### src/sv/fpba_pkg.sv
// ----------------------------------------------------------------------------
// Fit-policy block allocator package
// Shared types, register map and codes for the allocator block.
// ----------------------------------------------------------------------------
`default_nettype none

package fpba_pkg;

  localparam int NUM_BLOCKS_DEF    = 16;
  localparam int SIZE_BITS_DEF     = 16;
  localparam int BLOCK_COUNT_RESET = 16;

  // Configuration bus: two 32-bit registers at byte addresses 0 and 4.
  localparam int ADDR_W = 3;
  localparam int DATA_W = 32;

  localparam logic REG_POLICY      = 1'b0;
  localparam logic REG_BLOCK_COUNT = 1'b1;

  // Placement rules; the unused code behaves as first fit.
  localparam logic [1:0] POL_FIRST = 2'd0;
  localparam logic [1:0] POL_BEST  = 2'd1;
  localparam logic [1:0] POL_WORST = 2'd2;

  localparam logic MODE_LOAD  = 1'b0;
  localparam logic MODE_ALLOC = 1'b1;

  typedef struct packed {
    logic        mode;
    logic [3:0]  block_index;
    logic [15:0] size;
  } req_t;

  typedef struct packed {
    logic        granted;
    logic [3:0]  block_number;
    logic [15:0] remaining;
  } rsp_t;

  typedef struct packed {
    logic [1:0] policy;
    logic [4:0] block_count;
  } cfg_t;

endpackage

`default_nettype wire

### src/sv/fpba_ram.sv
// ----------------------------------------------------------------------------
// Generic RAM
// One write port and one read port, read data registered.
// ----------------------------------------------------------------------------
`default_nettype none

module fpba_ram #(
  parameter int WIDTH = 16,
  parameter int DEPTH = 16,
  localparam int AW = (DEPTH > 1) ? $clog2(DEPTH) : 1
) (
  input  wire logic             clk,
  input  wire logic             we,
  input  wire logic [AW-1:0]    waddr,
  input  wire logic [WIDTH-1:0] wdata,
  input  wire logic [AW-1:0]    raddr,
  output logic      [WIDTH-1:0] rdata
);

  logic [WIDTH-1:0] mem [DEPTH];

  always_ff @(posedge clk) begin
    if (we) begin
      mem[waddr] <= wdata;
    end
    rdata <= mem[raddr];
  end

endmodule

`default_nettype wire

### src/sv/fpba_cfg.sv
// ----------------------------------------------------------------------------
// Allocator configuration registers
// Bus-facing policy and block count registers with read-back.
// ----------------------------------------------------------------------------
`default_nettype none

module fpba_cfg (
  input  wire logic                          clk,
  input  wire logic                          rst,
  input  wire logic                          psel,
  input  wire logic                          penable,
  input  wire logic                          pwrite,
  input  wire logic [fpba_pkg::ADDR_W-1:0]   paddr,
  input  wire logic [fpba_pkg::DATA_W-1:0]   pwdata,
  output logic      [fpba_pkg::DATA_W-1:0]   prdata,
  output logic                               pready,
  output fpba_pkg::cfg_t                     cfg
);

  import fpba_pkg::*;

  logic [1:0] policy;
  logic [4:0] block_count;
  logic       reg_sel;

  assign reg_sel = paddr[ADDR_W-1];
  assign pready  = 1'b1;

  always_ff @(posedge clk) begin
    if (rst) begin
      policy      <= POL_FIRST;
      block_count <= 5'(BLOCK_COUNT_RESET);
    end else if (psel && penable && pwrite) begin
      case (reg_sel)
        REG_POLICY:      policy      <= pwdata[1:0];
        REG_BLOCK_COUNT: block_count <= pwdata[4:0];
        default: ;
      endcase
    end
  end

  always_comb begin
    case (reg_sel)
      REG_POLICY:      prdata = DATA_W'(policy);
      REG_BLOCK_COUNT: prdata = DATA_W'(block_count);
      default:         prdata = '0;
    endcase
  end

  assign cfg.policy      = policy;
  assign cfg.block_count = block_count;

endmodule

`default_nettype wire

### src/sv/fpba_ctrl.sv
// ----------------------------------------------------------------------------
// Allocator sequencer
// Takes items, scans the free-size table and writes the loaded or chosen entry.
// ----------------------------------------------------------------------------
`default_nettype none

module fpba_ctrl #(
  parameter int NUM_BLOCKS = 16,
  parameter int SIZE_BITS  = 16,
  localparam int AW = (NUM_BLOCKS > 1) ? $clog2(NUM_BLOCKS) : 1,
  localparam int NW = ($clog2(NUM_BLOCKS + 1) > 5) ? $clog2(NUM_BLOCKS + 1) : 5
) (
  input  wire logic                 clk,
  input  wire logic                 rst,
  input  wire fpba_pkg::cfg_t       cfg,
  input  wire logic                 req_valid,
  output logic                      req_stall,
  input  wire fpba_pkg::req_t       req,
  output logic                      rsp_valid,
  input  wire logic                 rsp_stall,
  output fpba_pkg::rsp_t            rsp,
  output logic                      mem_we,
  output logic [AW-1:0]             mem_waddr,
  output logic [SIZE_BITS-1:0]      mem_wdata,
  output logic [AW-1:0]             mem_raddr,
  input  wire logic [SIZE_BITS-1:0] mem_rdata
);

  import fpba_pkg::*;

  typedef enum logic [2:0] {
    ST_IDLE = 3'b001,
    ST_SCAN = 3'b010,
    ST_DONE = 3'b100
  } state_t;

  state_t               state;
  logic [SIZE_BITS-1:0] sz;
  logic [NW-1:0]        iss;
  logic                 chk_valid;
  logic [AW-1:0]        chk_idx;
  logic                 found;
  logic [AW-1:0]        pick;
  logic [SIZE_BITS-1:0] best;

  // Result staged for the output register and the write-back.
  logic                 st_wr;
  logic [AW-1:0]        st_addr;
  logic [SIZE_BITS-1:0] st_data;
  logic                 st_granted;
  logic [3:0]           st_block;

  logic [SIZE_BITS-1:0] req_sz;
  logic                 idx_ok;
  logic [NW-1:0]        bc;
  logic [NW-1:0]        n;
  logic                 first;
  logic                 fits;
  logic [SIZE_BITS-1:0] left;
  logic                 better;
  logic                 take;
  logic                 scan_end;
  logic                 issue;
  logic                 slot_free;

  always_comb begin
    req_sz = SIZE_BITS'(req.size);
    idx_ok = NW'(req.block_index) < NW'(NUM_BLOCKS);
    bc     = NW'(cfg.block_count);
    n      = (bc > NW'(NUM_BLOCKS)) ? NW'(NUM_BLOCKS) : bc;
    first  = !(cfg.policy == POL_BEST || cfg.policy == POL_WORST);
    fits   = sz <= mem_rdata;
    left   = mem_rdata - sz;
    better = (cfg.policy == POL_BEST) ? (left < best) : (left > best);
    // Under first fit the first block that fits ends the scan.
    take   = chk_valid && fits && (first ? !found : (!found || better));
    scan_end  = (first && found) || (iss == n && !chk_valid);
    issue     = (state == ST_SCAN) && (iss != n) && !(first && found);
    slot_free = !rsp_valid || !rsp_stall;
  end

  assign req_stall = (state != ST_IDLE);
  assign mem_raddr = iss[AW-1:0];
  assign mem_we    = (state == ST_DONE) && slot_free && st_wr;
  assign mem_waddr = st_addr;
  assign mem_wdata = st_data;

  always_ff @(posedge clk) begin
    if (rst) begin
      state     <= ST_IDLE;
      rsp_valid <= 1'b0;
      chk_valid <= 1'b0;
      found     <= 1'b0;
    end else begin
      // A finishing item refills the output register in the same cycle.
      if (rsp_valid && !rsp_stall && state != ST_DONE) begin
        rsp_valid <= 1'b0;
      end
      case (state)
        ST_IDLE: begin
          if (req_valid) begin
            sz <= req_sz;
            if (req.mode == MODE_LOAD) begin
              st_wr      <= idx_ok;
              st_addr    <= AW'(req.block_index);
              st_data    <= req_sz;
              st_granted <= 1'b0;
              st_block   <= req.block_index;
              state      <= ST_DONE;
            end else begin
              iss       <= '0;
              found     <= 1'b0;
              chk_valid <= 1'b0;
              state     <= ST_SCAN;
            end
          end
        end
        ST_SCAN: begin
          chk_valid <= issue;
          chk_idx   <= iss[AW-1:0];
          if (issue) begin
            iss <= iss + NW'(1);
          end
          if (take) begin
            found <= 1'b1;
            pick  <= chk_idx;
            best  <= left;
          end
          if (scan_end) begin
            st_wr      <= found;
            st_addr    <= pick;
            st_data    <= best;
            st_granted <= found;
            st_block   <= found ? 4'(pick) : 4'd0;
            state      <= ST_DONE;
          end
        end
        ST_DONE: begin
          if (slot_free) begin
            rsp_valid        <= 1'b1;
            rsp.granted      <= st_granted;
            rsp.block_number <= st_block;
            rsp.remaining    <= st_wr ? 16'(st_data) : 16'd0;
            state            <= ST_IDLE;
          end
        end
        default: begin
          state <= ST_IDLE;
        end
      endcase
    end
  end

endmodule

`default_nettype wire

### src/sv/fit_policy_block_allocator.sv
// ----------------------------------------------------------------------------
// Fit-policy block allocator
// Free-size table with first, best and worst fit placement of requests.
// ----------------------------------------------------------------------------
// An item on req either loads the free size of one block (mode load) or asks
// for an allocation of the given size (mode alloc). Each item yields exactly
// one item on rsp: the loaded block on a load, the chosen block and its
// leftover on a grant, or granted low on no fit. The policy and block count
// registers are written over the APB-style port; the user must write them
// only while the block is idle, as the block itself does not enforce it.
// A load passes from idle through the done state to the output register. A
// request reads the table through the single read port of the RAM one entry
// a cycle, over the n blocks in use (the block count, capped at NUM_BLOCKS).
// First fit ends the scan at the first block that fits. No new item is
// accepted until the last one has left the done state. The result is held
// in an output register; the next item is accepted while it waits, but a
// finished item waits in the block until rsp is free, and req_stall stays
// high meanwhile. Reset clears the control state, the valid flags and the
// configuration registers; the table holds nothing usable until each block
// in use is loaded.
// ----------------------------------------------------------------------------
`default_nettype none

module fit_policy_block_allocator #(
  parameter int NUM_BLOCKS = fpba_pkg::NUM_BLOCKS_DEF,
  parameter int SIZE_BITS  = fpba_pkg::SIZE_BITS_DEF
) (
  input  wire logic                        clk,
  input  wire logic                        rst,
  input  wire logic                        req_valid,
  output logic                             req_stall,
  input  wire fpba_pkg::req_t              req,
  output logic                             rsp_valid,
  input  wire logic                        rsp_stall,
  output fpba_pkg::rsp_t                   rsp,
  input  wire logic                        psel,
  input  wire logic                        penable,
  input  wire logic                        pwrite,
  input  wire logic [fpba_pkg::ADDR_W-1:0] paddr,
  input  wire logic [fpba_pkg::DATA_W-1:0] pwdata,
  output logic      [fpba_pkg::DATA_W-1:0] prdata,
  output logic                             pready
);

  import fpba_pkg::*;

  localparam int AW = (NUM_BLOCKS > 1) ? $clog2(NUM_BLOCKS) : 1;

  cfg_t                 cfg;
  logic                 mem_we;
  logic [AW-1:0]        mem_waddr;
  logic [SIZE_BITS-1:0] mem_wdata;
  logic [AW-1:0]        mem_raddr;
  logic [SIZE_BITS-1:0] mem_rdata;

  fpba_cfg u_cfg (
    .clk     (clk),
    .rst     (rst),
    .psel    (psel),
    .penable (penable),
    .pwrite  (pwrite),
    .paddr   (paddr),
    .pwdata  (pwdata),
    .prdata  (prdata),
    .pready  (pready),
    .cfg     (cfg)
  );

  fpba_ram #(
    .WIDTH (SIZE_BITS),
    .DEPTH (NUM_BLOCKS)
  ) u_table (
    .clk   (clk),
    .we    (mem_we),
    .waddr (mem_waddr),
    .wdata (mem_wdata),
    .raddr (mem_raddr),
    .rdata (mem_rdata)
  );

  fpba_ctrl #(
    .NUM_BLOCKS (NUM_BLOCKS),
    .SIZE_BITS  (SIZE_BITS)
  ) u_ctrl (
    .clk       (clk),
    .rst       (rst),
    .cfg       (cfg),
    .req_valid (req_valid),
    .req_stall (req_stall),
    .req       (req),
    .rsp_valid (rsp_valid),
    .rsp_stall (rsp_stall),
    .rsp       (rsp),
    .mem_we    (mem_we),
    .mem_waddr (mem_waddr),
    .mem_wdata (mem_wdata),
    .mem_raddr (mem_raddr),
    .mem_rdata (mem_rdata)
  );

endmodule

`default_nettype wire
### config.mk
export PLATFORM = sky130hd
export DESIGN_NAME = fit_policy_block_allocator
export DESIGN_NICKNAME = d
export VERILOG_FILES = /design/src/sv/fpba_pkg.sv /design/src/sv/fpba_ram.sv /design/src/sv/fpba_cfg.sv /design/src/sv/fpba_ctrl.sv /design/src/sv/fit_policy_block_allocator.sv
export SDC_FILE = /design/constraint.sdc
export NUM_CORES = 1
export LEC_CHECK = 0
export ABC_CLOCK_PERIOD_IN_PS = 6810
export BUFFER_PORTS_ARGS = -buffer_cell sky130_fd_sc_hd__buf_2
export CAP_MARGIN = 20
export CELL_PAD_IN_SITES_DETAIL_PLACEMENT = 1
export CELL_PAD_IN_SITES_GLOBAL_PLACEMENT = 1
export CORE_MARGIN = 5
export CORE_UTILIZATION = 51
export DETAILED_ROUTE_END_ITERATION = 10
export HOLD_SLACK_MARGIN = 0.1
export PLACE_DENSITY_LB_ADDON = 0.1
export SYNTH_ARGS = -nofsm -noshare
export SYNTH_HDL_FRONTEND = slang
export SYNTH_SLANG_ARGS = --single-unit
### constraint.sdc
create_clock -name clk -period 6.81 [get_ports clk]
set_clock_uncertainty 0.05 [all_clocks]
set_input_delay 0.681 -clock clk [delete_from_list [all_inputs] [get_ports clk]]
set_output_delay 0.681 -clock clk [all_outputs]
set_load 0.03 [all_outputs]
## After elaboration in Yosys (flattened, before gate mapping)

Memory sizes are Yosys's and may differ from the RTL's. A register that Yosys moved wholly into a read port is not among the register bits.
Cells that the tools add are included.

| word-level totals | value |
|---|---|
| bits in registers | 105 |
| bits in writable memories | 256 |
| input port bits | 63 |
| output and inout bits | 56 |
| word-level logic and storage cells | 119 |
| memories kept | 1 |

Memory list:

| name | depth | width | rd ports | clocked after memory_dff | write ports | line | RTL |
|---|---|---|---|---|---|---|---|
| u_table.mem | 16 | 16 | 1 | 1 | 1 | fpba_ram.sv:20 | `logic [WIDTH-1:0] mem [DEPTH];` |

| cells by class | value |
|---|---|
| $add $sub $neg | 2 |
| order comparisons | 4 |
| equality and inequality tests | 16 |
| muxes and demuxes | 41 |
| bitwise gates (word level) | 2 |
| reductions and logical operators | 34 |

Operators with widths:

| cell | count |
|---|---|
| $pmux W32 S2 | 1 |
| $mux W16 | 3 |
| $pmux W16 S2 | 1 |
| $mux W4 | 5 |
| $mux W5 | 4 |
| $gt A16 B16 Y1 | 1 |
| $le A16 B16 Y1 | 1 |
| $lt A16 B16 Y1 | 1 |
| $pmux W4 S2 | 2 |
| $sub A16 B16 Y16 | 1 |
| $mux W1 | 15 |
| $reduce_and A3 Y1 | 5 |
| $logic_and A1 B1 Y1 | 12 |
| $mux W3 | 4 |
| $pmux W5 S2 | 1 |
| $reduce_and A5 Y1 | 2 |
| $pmux W3 S3 | 1 |
| $ne A2 B1 Y1 const B | 4 |
| $pmux W1 S2 | 4 |
| $logic_not A1 Y1 | 6 |
| $ne A2 B2 Y1 const B | 3 |
| $reduce_and A2 Y1 | 3 |
| $add A5 B1 Y5 const B | 1 |
| $eq A5 B5 Y1 | 1 |
| 13 further kinds | 17 |

## Logic depth before layout (Yosys ltp)

Gate-level depths: netlist (run 1).

| depth | value |
|---|---|
| depth in word-level cells | 8 |
| depth in mapped cells | 17 |
| depth with buffers taken out | 17 |

## Hierarchy

A second synthesis (run 1) with hierarchy kept.

| unflattened totals | value |
|---|---|
| cell total of the unflattened synthesis | 919 |
| area total of the unflattened synthesis | 15523.6 µm² |

By module, submodules not included:

| module | times used | cells each | area each (µm²) | sequential area each (µm²) |
|---|---|---|---|---|
| fpba_ram | 1 | 432 | 10042.1 | 8007.7 |
| fpba_ctrl | 1 | 422 | 4904.7 | 2882.8 |
| fpba_cfg | 1 | 65 | 576.8 | 140.1 |

## Worst setup path before layout (run 1)

Ideal clock, no wire load.

| path | value |
|---|---|
| kind | reg-to-reg |
| start | register u_ctrl.sz[1] |
| end | register u_ctrl.best[0], enable pin |
| library setup time | 409 ps |
| arrival time | 4319 ps |
| required time | 6351 ps |
| slack | 2032 ps |
| cell stages (with the launch flop) | 15 |
| buffers on the path | 0 |
| period minus slack after synthesis | 4778 ps |
| cells stage by stage | edfxtp_1 -> inv_1 -> ha_1 -> nor2b_1 -> o31a_1 -> o22a_1 -> a221o_1 -> o41ai_2 -> xnor2_1 -> ha_1 -> nand4_1 -> nor4_1 -> and2_1 -> or4b_2 -> a31oi_1 |

| between the ends | value |
|---|---|
| word-level cells in the longest chain between the ends | 7 |
| elaborated cells between the ends (all ways) | 10 |
| classes of those cells | 1 x add/sub; 3 x order compare; 2 x mux; 4 x reduce/logical |

Ends and longest elaborated chain:

| what | line | RTL |
|---|---|---|
| start: declaration | fpba_ctrl.sv:38 | `logic [SIZE_BITS-1:0] sz;` |
| start signal: assignment | fpba_ctrl.sv:102 | `sz <= req_sz;` |
| $sub A16 B16 Y16 * | fpba_ctrl.sv:73 | `left = mem_rdata - sz;` |
| via u_ctrl.left[15] | fpba_ctrl.sv:59 | `logic [SIZE_BITS-1:0] left;` |
| $gt A16 B16 Y1 / $lt A16 B16 Y1 (equally long branches) | fpba_ctrl.sv:74 | `better = (cfg.policy == POL_BEST) ? (left < best) : (left > best);` |
| $mux W1 * | fpba_ctrl.sv:74 |  |
| $logic_or A1 B1 Y1 * | fpba_ctrl.sv:76 | `take = chk_valid && fits && (first ? !found : (!found \|\| better));` |
| $mux W1 * | fpba_ctrl.sv:76 |  |
| $logic_and A1 B1 Y1 * | fpba_ctrl.sv:76 |  |
| $reduce_and A3 Y1 (no source line) * | - |  |
| end signal: assignment | fpba_ctrl.sv:127 | `best <= left;` |
| end: declaration | fpba_ctrl.sv:44 | `logic [SIZE_BITS-1:0] best;` |

The timed path passes the listed nets; every way through them passes the cells marked *.
A chain may end at the register's enable or synchronous reset.

## Worst setup path in the final report (run 1)

| path | value |
|---|---|
| start | register u_table.rdata[0], read port of u_table.mem |
| end | register u_ctrl.best[10], enable pin |

| between the ends | value |
|---|---|
| word-level cells in the longest chain between the ends | 7 |
| elaborated cells between the ends (all ways) | 10 |
| classes of those cells | 1 x add/sub; 3 x order compare; 2 x mux; 4 x reduce/logical |

Ends and longest elaborated chain:

| what | line | RTL |
|---|---|---|
| start: declaration | fpba_ram.sv:17 | `output logic [WIDTH-1:0] rdata` |
| $sub A16 B16 Y16 * | fpba_ctrl.sv:73 |  |
| via u_ctrl.left[14] | fpba_ctrl.sv:59 |  |
| $gt A16 B16 Y1 / $lt A16 B16 Y1 (equally long branches) | fpba_ctrl.sv:74 |  |
| $mux W1 * | fpba_ctrl.sv:74 |  |
| $logic_or A1 B1 Y1 * | fpba_ctrl.sv:76 |  |
| $mux W1 * | fpba_ctrl.sv:76 |  |
| $logic_and A1 B1 Y1 * | fpba_ctrl.sv:76 |  |
| $reduce_and A3 Y1 (no source line) * | - |  |

Marked as above.

==> results of run 1 <==
[where the power goes]
| group | internal [mW] | switching (mW) |
|---|---|---|
| logic | 0.0940 | 0.164 |
| clock network | 1.15 | 0.851 |
| registers | 2.54 | 0.0247 |
| total | 3.78 | 1.04 |
[worst max-delay path, delay by kind of cell (launching register included)]
kind                       cells  cell delay, ns
adders and majority gates      3            0.85
and+or+nand+nor                4            1.01
xor gates and xnor gates       1            0.17
DFF                            1            0.30
AOI/OAI and AO/OA              6            1.85
buffers and inverters          3            0.46
[through the flow]
stage | hold WS (ns) | setup slack [ns]
final | 0.299 | 1.80
after global routing | 0.283 | 1.49
after CTS | 0.276 | 1.76
after detailed placement | 0.362 | 1.78
after global placement | 0.352 | 1.88
after floorplan | 0.350 | 2.03
[cell usage in the layout (no fill, tap or decap), types with 5 or more instances in the layout]
cell,netlist,routed
sky130_fd_sc_hd__conb_1,2,28
sky130_fd_sc_hd__edfxtp_1,348,348
sky130_fd_sc_hd__mux4_2,35,35
sky130_fd_sc_hd__o21ai_0,54,54
sky130_fd_sc_hd__nand2b_1,6,6
sky130_fd_sc_hd__xnor2_1,10,10
sky130_fd_sc_hd__a21o_1,5,5
sky130_fd_sc_hd__buf_2,8,61
sky130_fd_sc_hd__clkinv_1,0,9
sky130_fd_sc_hd__nor2_1,53,52
sky130_fd_sc_hd__mux2i_1,57,57
sky130_fd_sc_hd__xor2_1,10,10
sky130_fd_sc_hd__clkbuf_16,0,39
sky130_fd_sc_hd__a22oi_1,13,13
sky130_fd_sc_hd__clkbuf_1,21,6
sky130_fd_sc_hd__ha_1,34,34
sky130_fd_sc_hd__a221oi_1,13,13
sky130_fd_sc_hd__dfxtp_1,29,29
sky130_fd_sc_hd__inv_1,41,41
sky130_fd_sc_hd__a21oi_1,52,52
sky130_fd_sc_hd__nand2_1,53,53
sky130_fd_sc_hd__buf_4,32,23
sky130_fd_sc_hd__mux2_2,12,12
sky130_fd_sc_hd__nand3_1,10,10
sky130_fd_sc_hd__and2_1,23,23
[registers in the layout (all words and copies together) (netlist names)]
name and flops:
u_ctrl.pick 4, u_table.rdata 16, u_cfg.block_count 5, u_ctrl.iss 5, u_cfg.policy 2, u_ctrl.found 1
u_ctrl.mem_wdata 16, u_ctrl.sz 16, u_ctrl.st_block 4, u_ctrl.best 16, u_ctrl.rsp_valid 1, u_ctrl.chk_idx 4
u_ctrl.chk_valid 1, u_ctrl.st_granted 1, u_ctrl.rsp 21, u_ctrl.state 3, u_ctrl.mem_waddr 4, u_table.mem 256
u_ctrl.st_wr 1
[final cells by class]
| cell class | instances | area share |
|---|---|---|
| clock buffers | 47 | 0.0589 |
| clock inverters | 19 | 0.00926 |
| inverters | 41 | 0.00883 |
| multi-input cells | 522 | 0.234 |
| flip-flops and latches | 377 | 0.633 |
| well taps | 390 | 0.0280 |
| repair buffers | 84 | 0.0274 |
[worst min path at each step]
stage	slack [ns]	endpoint	start
floorplan	0.35	u_ctrl.pick[0]	u_ctrl.chk_idx[0]
global placement	0.35	u_ctrl.pick[3]	u_ctrl.chk_idx[3]
detailed placement	0.36	u_ctrl.rsp[20]	u_ctrl.st_granted
CTS	0.28	u_ctrl.sz[8]	req[8]
global route	0.28	u_ctrl.sz[4]	req[4]
finish	0.30	u_ctrl.sz[5]	req[5]
[routing by layer]
layer / vias up / share of wire / GRT usage
met2: 202 / 0.48 / 0.339
met3: 37 / 0.044 / 0.0278
met5: - / 0 / 0
li1: 3853 / - / -
met1: 4368 / 0.46 / 0.302
met4: 0 / 0.013 / 0.0417
[cell families after synthesis]
logic type	share of synthesized area
adders and majority gates	0.0288
buffers and inverters	0.0334
other	0.000485
AOI/OAI and AO/OA	0.0623
DFF	0.713
and+or+nand+nor	0.0544
xor gates and xnor gates	0.0113
muxes	0.0965
==> parameters.txt, run 1 <==
Parameter                              Value

Routing
  Number of nets with antenna violations after detailed routing    0
  Avg WL per Cell    23.6 um
  Via density    5.72
  Detailed-route via count    8460
  Wire length after detailed routing    about 35000 um
  Residual DRC count    0
  Starting DRT DRC Count    ~470
  Total iterations of the first detailed-routing run    6

Worst setup path
  Required @ worst endpoint    6.97 ns
  Worst-path cell with the longest stage delay    sky130_fd_sc_hd__or4b_2
  Data arrival time of the worst path    slightly above 5 ns
  Worst setup slack for register-to-register paths    1.80 ns
  Setup CP Type    reg -> reg
  Reg-to-Reg Start    u_table.rdata[0]
  Critical Path End Type    register
  Reg2Reg Depth    17
  Setup crit start    u_table.rdata[0]
  Max incr delay on CP    0.63 ns
  Cell-by-cell listing of the critical path    inv_1, ha_1, inv_1, fa_1, a21o_1, a21o_1, a21oi_1, o311ai_0, a21oi_1, xnor2_1, ha_1, nand4_1, nor4_1, and2_1, or4b_2, a31oi_2, buf_4
  R2r endpoint    u_ctrl.best[10]
  Sort of element at the start of the critical path    register
  Crit path to    u_ctrl.best[10]
  Worst-path fanout max    15

Clocking
  CTS tree    yes
  Buffers from clock root to sink, at most    3
  Clock transition at the registers of the reported paths    around 0.06 ns
  Number of post-CTS setup repair buffers    0
  Hold buffer count at CTS    0
  Root buffer cell    sky130_fd_sc_hd__clkbuf_16
  Clock net sink count    377
  H-tree depth reported by CTS    2
  CTS Buf Count    39
  Insertion delay to the later sink of the worst-skew pair    0.53 ns
  Resized Gates After CTS    0

Power
  P per Cell Area    277 nW/um^2
  Sum of internal, switching and leakage power    4.82 mW
  Worst supply voltage drop on vdd    0.192 mV
  Static power due to leakage    approximately 6.3 nW

Timing
  Max-slew headroom    0.284
  Setup-failing EPs final    0
  Period minus WS final    5.01 ns
  Final count of pins violating max slew    0
  Unrepaired setup endpoints after global routing    no
  Final worst path period share    0.736
  Post-Route Setup TNS    0 ns
  Hold Fails Final Rpt    0
  F_max    199 MHz
  Worst-Margin Slew    1.07 ns

Logic synthesis
  Synth async-reset ratio    0
  Number of flops mapped to enable cells by yosys    348
  Most repeated cell in the gate-level netlist after synthesis    sky130_fd_sc_hd__edfxtp_1
  Synth top area share    0.675
  Dominant register cell in the synthesized netlist    sky130_fd_sc_hd__edfxtp_1
  Top area cells in the synthesized netlist    sky130_fd_sc_hd__edfxtp_1 68%, sky130_fd_sc_hd__mux4_2 5.1%, sky130_fd_sc_hd__dfxtp_1 3.8%, sky130_fd_sc_hd__mux2i_1 3.7%, sky130_fd_sc_hd__ha_1 2.7%
  Proportion of synthesized chip area in sequential cells    0.713
  Total of warnings raised by yosys    0
  Most area-hungry cell type in the Yosys netlist    sky130_fd_sc_hd__edfxtp_1
  Number of different library cells in the post-synthesis netlist    52
  Most frequent cells after synthesis    348 x sky130_fd_sc_hd__edfxtp_1, 57 x sky130_fd_sc_hd__mux2i_1, 54 x sky130_fd_sc_hd__o21ai_0, 53 x sky130_fd_sc_hd__nand2_1, 53 x sky130_fd_sc_hd__nor2_1
  Synthesized area divided by synthesized cell count    15.9 sq um
  Number of instances in the synthesized netlist    976
  Register bit total from synthesis    377
  Cell Area, Synth    15500 sq um

Global routing
  First-pass GRT wire length    53200 um
  Number of global-route vias before repair    9000
  Antenna violations before repair    0
  Total routing usage reported by global routing    0.207
  Grt ovf    0
  Maximum number of pins on one net before global-route repair    60

Placed design
  Placed inst area    16200 sq um
  Port Buffer Count    around 60
  Detailed Place HPWL    about 23000 um
  Placer congestion estimate    0.813
  Dpl cells    1414

Floorplanning
  Placeable core region    between 20000 and 30000 sq um
  Die area    33900 sq um
  I/O pins    119
  Initial Util    0.519
  Die Span Y    184 um
  Width of the die    184 um
  FP Rows    63

Job
  Max-cap violation count    0

Cells and area
  Share of post-route cells with drive strength above 1    0.177
  Area used by multi-input combinational logic    4080 sq um
  Core occupancy in the finished layout    0.585
  Count of non-filler cells in the finished layout    around 1.5k
  Total of fill cells in the finished design    about 2.8k
  Final net count    1163
  Finished Cell Area    between 15000 and 20000 sq um
  Register Area    11000 sq um
  Number of diodes    0
  Layout overhead on the synthesized area    12.6%

Hold path
  Depth of the worst hold-timing path    1
  Worst Hold Class    in -> reg

Status
  Status    finished, final reports clean
No activity file was read; power rests on OpenSTA's default activity.
==> inputs of run 2 (changes only) <==
--- a/config.mk
+++ b/config.mk
@@ -5,13 +5,13 @@
 export SDC_FILE = /design/constraint.sdc
 export NUM_CORES = 1
 export LEC_CHECK = 0
-export ABC_CLOCK_PERIOD_IN_PS = 6810
+export ABC_CLOCK_PERIOD_IN_PS = 4100
 export BUFFER_PORTS_ARGS = -buffer_cell sky130_fd_sc_hd__buf_2
 export CAP_MARGIN = 20
 export CELL_PAD_IN_SITES_DETAIL_PLACEMENT = 1
 export CELL_PAD_IN_SITES_GLOBAL_PLACEMENT = 1
 export CORE_MARGIN = 5
-export CORE_UTILIZATION = 51
+export CORE_UTILIZATION = 46
 export DETAILED_ROUTE_END_ITERATION = 10
 export HOLD_SLACK_MARGIN = 0.1
 export PLACE_DENSITY_LB_ADDON = 0.1
==> constraint.sdc (replaced) <==
create_clock -name clk -period 4.1 [get_ports clk]
set_clock_uncertainty 0.05 [all_clocks]
set_input_delay 0.41 -clock clk [delete_from_list [all_inputs] [get_ports clk]]
set_output_delay 0.41 -clock clk [all_outputs]
set_load 0.03 [all_outputs]
==> run 2 against run 1 <==
Non-clock buffer count increased by 47. Largest power group unchanged. Global-route usage decreased by 2.0 points. Routed wire length increased by 0.85%. Critical path depth shrank 2. Final area is 3.8% higher. Combinational power grew 91%. First-iteration DRC count is 0.64% higher. Via count rose by 1.1%.
==> parameters.txt, run 2 (synthesis results as in run 1) <==
Parameter                              Value

Status
  Status    finished, final reports clean

Worst setup path
  Max incr delay on CP    0.57 ns
  Critical Path End Type    register
  Worst-path fanout max    14
  Reg2Reg Depth    15
  Cell-by-cell listing of the critical path    inv_2, ha_4, nor2b_4, o31a_1, o22a_1, a221o_1, o41ai_2, xnor2_1, ha_1, nand4_1, buf_4, a31oi_2, or4b_4, a31oi_4, buf_12
  Setup CP Type    reg -> reg
  Worst-path cell with the longest stage delay    sky130_fd_sc_hd__or4b_4
  Required @ worst endpoint    4.28 ns
  Reg-to-Reg Start    u_ctrl.sz[1]
  Sort of element at the start of the critical path    register
  Data arrival time of the worst path    4.26 ns
  R2r endpoint    u_ctrl.best[5]
  Worst setup slack for register-to-register paths    ~0.021 ns

Floorplanning
  Die Span Y    193 um
  Die area    37400 sq um
  FP Rows    67
  I/O pins    119
  Width of the die    193 um
  Initial Util    0.464
  Placeable core region    33400 sq um

Clocking
  Root buffer cell    sky130_fd_sc_hd__clkbuf_16
  Buffers from clock root to sink, at most    3
  CTS tree    yes
  CTS Buf Count    41
  Clock net sink count    377
  Insertion delay to the later sink of the worst-skew pair    approximately 0.53 ns
  Clock transition at the registers of the reported paths    around 0.060 ns
  H-tree depth reported by CTS    2

Global routing
  Maximum number of pins on one net before global-route repair    44
  First-pass GRT wire length    54500 um
  Grt ovf    0
  Total routing usage reported by global routing    0.186
  Number of global-route vias before repair    just over 9k
  Antenna violations before repair    0

Routing
  Number of nets with antenna violations after detailed routing    0
  Total iterations of the first detailed-routing run    5
  Starting DRT DRC Count    approximately 470
  Detailed-route via count    8555
  Avg WL per Cell    around 22 um
  Wire length after detailed routing    35300 um
  Residual DRC count    0
  Via density    5.38

Power
  Sum of internal, switching and leakage power    8.22 mW
  Worst supply voltage drop on vdd    between 0.3 and 0.4 mV
  Static power due to leakage    6.54 nW
  P per Cell Area    about 450 nW/um^2

Cells and area
  Commonest non-fill, non-tap cells in the layout    348 x sky130_fd_sc_hd__edfxtp_1, 61 x sky130_fd_sc_hd__buf_2, 57 x sky130_fd_sc_hd__mux2i_1
  Share of post-route cells with drive strength above 1    0.206
  Register Area    11000 sq um
  Number of flip-flops in the largest register    256
  Total of fill cells in the finished design    3190
  Area used by multi-input combinational logic    4140 sq um
  Number of diodes    0
  Top flop regs    u_table.mem (256), u_ctrl.rsp (21)
  Largest reg by FF count    u_table.mem
  Most common cell after layout, fill and taps aside    sky130_fd_sc_hd__edfxtp_1
  Layout overhead on the synthesized area    16.8%
  Final net count    1212

Timing
  Setup-failing EPs final    0
  Period minus WS final    4.08 ns
  Final worst path period share    0.995
  Unrepaired setup endpoints after global routing    yes
  Final worst-path setup slack    0.0212 ns
  Post-Route Setup TNS    0 ns
  F_max    245 MHz
  Worst-Margin Slew    0.868 ns
  Max-slew headroom    0.422
  Hold Fails Final Rpt    0
  Final count of pins violating max slew    0

Hold path
  Hold Startpoint    req[19]
  Endpoint, Worst Hold    u_ctrl.mem_waddr[3]
  Worst Hold Class    in -> reg
  Depth of the worst hold-timing path    3

Job
  Max-cap violation count    0

Placed design
  Port Buffer Count    between 60 and 70
  Detailed Place HPWL    23600 um
  Placer congestion estimate    0.761
  Placement-stage worst setup slack    -0.201 ns
-- run 2: how the worst max path moves through the flow --
| stage | startpoint | end | slack (ns) | cells past startpoint |
|---|---|---|---|---|
| 2_1_floorplan | u_ctrl.sz[1] | u_ctrl.best[0] | 0.07 | 14 |
| 3_3_place_gp | u_ctrl.sz[1] | u_ctrl.pick[3] | -0.14 | 16 |
| 3_5_place_dp | u_ctrl.sz[1] | u_ctrl.pick[0] | -0.20 | 16 |
| 4_1_cts | u_ctrl.sz[1] | u_ctrl.best[5] | 0.002 | 17 |
| 5_1_grt | u_ctrl.sz[6] | u_ctrl.best[5] | -0.07 | 14 |
| 6_report | u_ctrl.sz[1] | u_ctrl.best[5] | 0.02 | 15 |
-- run 2: worst max-delay path: cells and delay by family, from the launching register on --
kind	cells	cell delay (ns)
simple gates	3	0.86
buf+inv	3	0.41
fa+ha+maj	2	0.54
flops	1	0.38
xor+xnor	1	0.15
compound gates	6	1.38
-- run 2: cell type report --
| cell class | instances | area share |
|---|---|---|
| flip-flops and latches | 377 | 0.610 |
| clock buffers | 53 | 0.0603 |
| multi-input cells | 522 | 0.229 |
| well taps | 448 | 0.0310 |
| inverters | 41 | 0.00851 |
| clock inverters | 19 | 0.00865 |
| repair buffers | 131 | 0.0525 |
-- run 2: stage by stage --
| step | util | cell area (sq um) | hold slack, ns | instances |
|---|---|---|---|---|
| 2_1_floorplan | - | 15600 | 0.350 | 1002 |
| 3_3_place_gp | 0.496 | 16500 | 0.353 | 1495 |
| 3_5_place_dp | 0.496 | 16500 | 0.358 | 1495 |
| 5_1_grt | 0.542 | 18100 | 0.115 | 1591 |
| 4_1_cts | 0.541 | 18000 | 0.102 | 1590 |
| 6_report | 0.542 | 18100 | 0.131 | 1591 |
-- run 2: power breakdown --
part	switching, mW	internal (mW)
Combinational	0.293	0.200
Sequential	0.0427	4.22
Clock	1.45	2.01
-- run 2: what timing repair did --
action,4_1_cts,5_1_grt
endpoints found under the hold margin,23,0
resized for setup,7,6
buffers inserted,3,1
setup endpoints to repair,20,20
hold buffers,21,0
pin swaps,4,1
-- run 2: metal layers --
metal | routed length [um] | vias to the layer above | GRT usage
met5 | 0 | - | 0
met4 | 430 | 0 | 0.0336
met3 | 1150 | 33 | 0.0292
met2 | 16600 | 126 | 0.298
met1 | 17100 | 4438 | 0.278
li1 | - | 3958 | -
==> inputs of run 3 (changes only) <==
--- a/config.mk
+++ b/config.mk
@@ -14,7 +14,7 @@
 export CORE_UTILIZATION = 46
 export DETAILED_ROUTE_END_ITERATION = 10
 export HOLD_SLACK_MARGIN = 0.1
-export PLACE_DENSITY_LB_ADDON = 0.1
+export PLACE_DENSITY_LB_ADDON = 0.12
 export SYNTH_ARGS = -nofsm -noshare
 export SYNTH_HDL_FRONTEND = slang
 export SYNTH_SLANG_ARGS = --single-unit
==> run 3 against run 2 <==
Global-route usage increased by 0.24 points. Final area is 0.84% higher. Sequential share of layout area is 0.50 points lower. Via count is 0.49% higher. Worst setup slack worse by 0.072 ns. Routed wire length rose by 1.2%. Critical path depth rose by 1. The flow now finishes with violations (negative setup slack). Total power rose by 2.6%. Sequential power hardly changed. Sequential cell count unchanged. Worst hold slack lost 0.0050 ns.
==> parameters.txt, run 3 (synthesis results as in run 1) <==
Parameter                              Value

Status
  Status    finished with violations
  Failing checks    negative setup slack

Cells and area
  Commonest non-fill, non-tap cells in the layout    348 x sky130_fd_sc_hd__edfxtp_1, 61 x sky130_fd_sc_hd__buf_2, 57 x sky130_fd_sc_hd__mux2i_1
  Most common cell after layout, fill and taps aside    sky130_fd_sc_hd__edfxtp_1
  Number of diodes    0
  Share of post-route cells with drive strength above 1    0.218
  Final net count    approximately 1.2k
  Largest reg by FF count    u_table.mem
  Top flop regs    u_table.mem (256), u_ctrl.rsp (21)
  Number of flip-flops in the largest register    256
  Layout overhead on the synthesized area    17.8%
  Core occupancy in the finished layout    0.547
  Total of fill cells in the finished design    around 3.2k

Worst setup path
  Worst-path fanout max    7
  CP top delay family    compound AO/OA/AOI/OAI gates
  Worst-path cell with the longest stage delay    sky130_fd_sc_hd__or4b_4
  Sort of element at the start of the critical path    register
  Data arrival time of the worst path    approximately 4.4 ns
  Number of buffer and inverter instances along the worst setup path    4
  Reg-to-Reg Start    u_ctrl.sz[1]
  Worst setup slack for register-to-register paths    -0.05 ns
  Critical Path End Type    register
  Reg2Reg Depth    16
  R2r endpoint    u_ctrl.best[4]
  Required @ worst endpoint    between 4 and 5 ns
  Cell-by-cell listing of the critical path    inv_2, ha_4, nor2b_4, o31a_1, o22a_1, a221o_1, o41ai_4, xnor2_1, ha_1, buf_6, a21oi_2, o21ai_2, or4b_4, a31oi_4, buf_4, buf_16
  Setup CP Type    reg -> reg
  Max incr delay on CP    0.53 ns

Hold path
  Depth of the worst hold-timing path    3
  Hold Startpoint    pwdata[3]
  Worst Hold Class    in -> reg
  Endpoint, Worst Hold    u_cfg.block_count[3]

Timing
  Final worst-path setup slack    -0.0513 ns
  Final count of pins violating max slew    0
  Hold Fails Final Rpt    0
  Post-Route Setup TNS    -0.512 ns
  Final worst path period share    1.01
  Unrepaired setup endpoints after global routing    yes
  Worst-Margin Slew    around 0.77 ns
  Final hold slack    0.126 ns
  Period minus WS final    just over 4 ns
  Setup-failing EPs final    20
  F_max    241 MHz
  Max-slew headroom    0.484

Routing
  Starting DRT DRC Count    531
  Avg WL per Cell    22.3 um
  Via density    5.37
  Total iterations of the first detailed-routing run    5
  Wire length after detailed routing    roughly 36000 um
  Detailed-route via count    8597
  Residual DRC count    0
  Number of nets with antenna violations after detailed routing    0

Floorplanning
  Width of the die    about 190 um
  Die area    approximately 37000 sq um
  Placeable core region    33400 sq um
  I/O pins    119
  FP Rows    67
  Die Span Y    193 um
  Initial Util    0.464

Global routing
  Number of global-route vias before repair    a little over 9k
  Total routing usage reported by global routing    0.189
  Maximum number of pins on one net before global-route repair    98
  Antenna violations before repair    0
  First-pass GRT wire length    55700 um
  Grt ovf    0

Power
  P per Cell Area    approximately 460 nW/um^2
  Worst supply voltage drop on vdd    around 0.31 mV
  Sum of internal, switching and leakage power    8.43 mW
  Static power due to leakage    6.61 nW

Clocking
  Clock transition at the registers of the reported paths    ~0.060 ns
  H-tree depth reported by CTS    2
  CTS tree    yes
  Clock net sink count    377
  Root buffer cell    sky130_fd_sc_hd__clkbuf_16
  Insertion delay to the later sink of the worst-skew pair    0.54 ns
  CTS Buf Count    41
  Buffers from clock root to sink, at most    3

Placed design
  Port Buffer Count    61
  Placer congestion estimate    about 0.79
  Placement-stage worst setup slack    -0.162 ns
  Detailed Place HPWL    23000 um

Job
  Max-cap violation count    0
[run 3: per-layer routing]
metal  share of wire  global-route usage
met1            0.49               0.287
met2            0.46               0.293
met3           0.037              0.0268
met4           0.019              0.0427
met5               0                   0
[run 3: how the worst max path moves through the flow]
stage / startpoint / end / slack (ns) / cells after the start
floorplan: u_ctrl.sz[1] / u_ctrl.best[0] / 0.07 / 14
global placement: u_ctrl.sz[1] / u_ctrl.pick[2] / -0.13 / 16
detailed placement: u_ctrl.sz[1] / u_ctrl.pick[3] / -0.16 / 16
CTS: u_table.rdata[0] / u_ctrl.best[4] / -0.07 / 18
global route: u_table.rdata[0] / u_ctrl.best[4] / -0.18 / 20
finish: u_ctrl.sz[1] / u_ctrl.best[4] / -0.05 / 16
[run 3: area by class of cell]
type	count	area (sq um)	share of cell area
Sequential cell	377	11000	0.605
Multi-Input combinational cell	522	4150	0.227
Clock buffer	50	1080	0.0593
Timing Repair Buffer	139	996	0.0546
Tap cell	448	561	0.0307
Clock inverter	25	263	0.0144
Inverter	41	154	0.00844
[run 3: per-stage QoR]
stage / std cells / area (sq um)
after floorplan: 1002 / 15600
after global placement: 1498 / 16500
after detailed placement: 1498 / 16500
after CTS: 1600 / 18200
after global routing: 1602 / 18200
final: 1602 / 18200
[run 3: tightest hold or removal path: stages]
cell                      delay [ns]
sky130_fd_sc_hd__buf_2          0.07
sky130_fd_sc_hd__mux2i_1        0.05
sky130_fd_sc_hd__nor2_1         0.12
[run 3: what timing repair did]
action	CTS	global route
setup buffers	6	2
gates resized for setup	13	5
gates cloned	1	0
setup endpoints to repair	20	20
pin swaps	4	3
endpoints found under the hold margin	22	0
hold buffers	21	0
[run 3: power by group]
part / leakage (nW) / internal, mW / switching [mW]
Clock: 0.655 / 2.15 / 1.51
Combinational: 2.57 / 0.207 / 0.293
Sequential: 3.38 / 4.22 / 0.0413
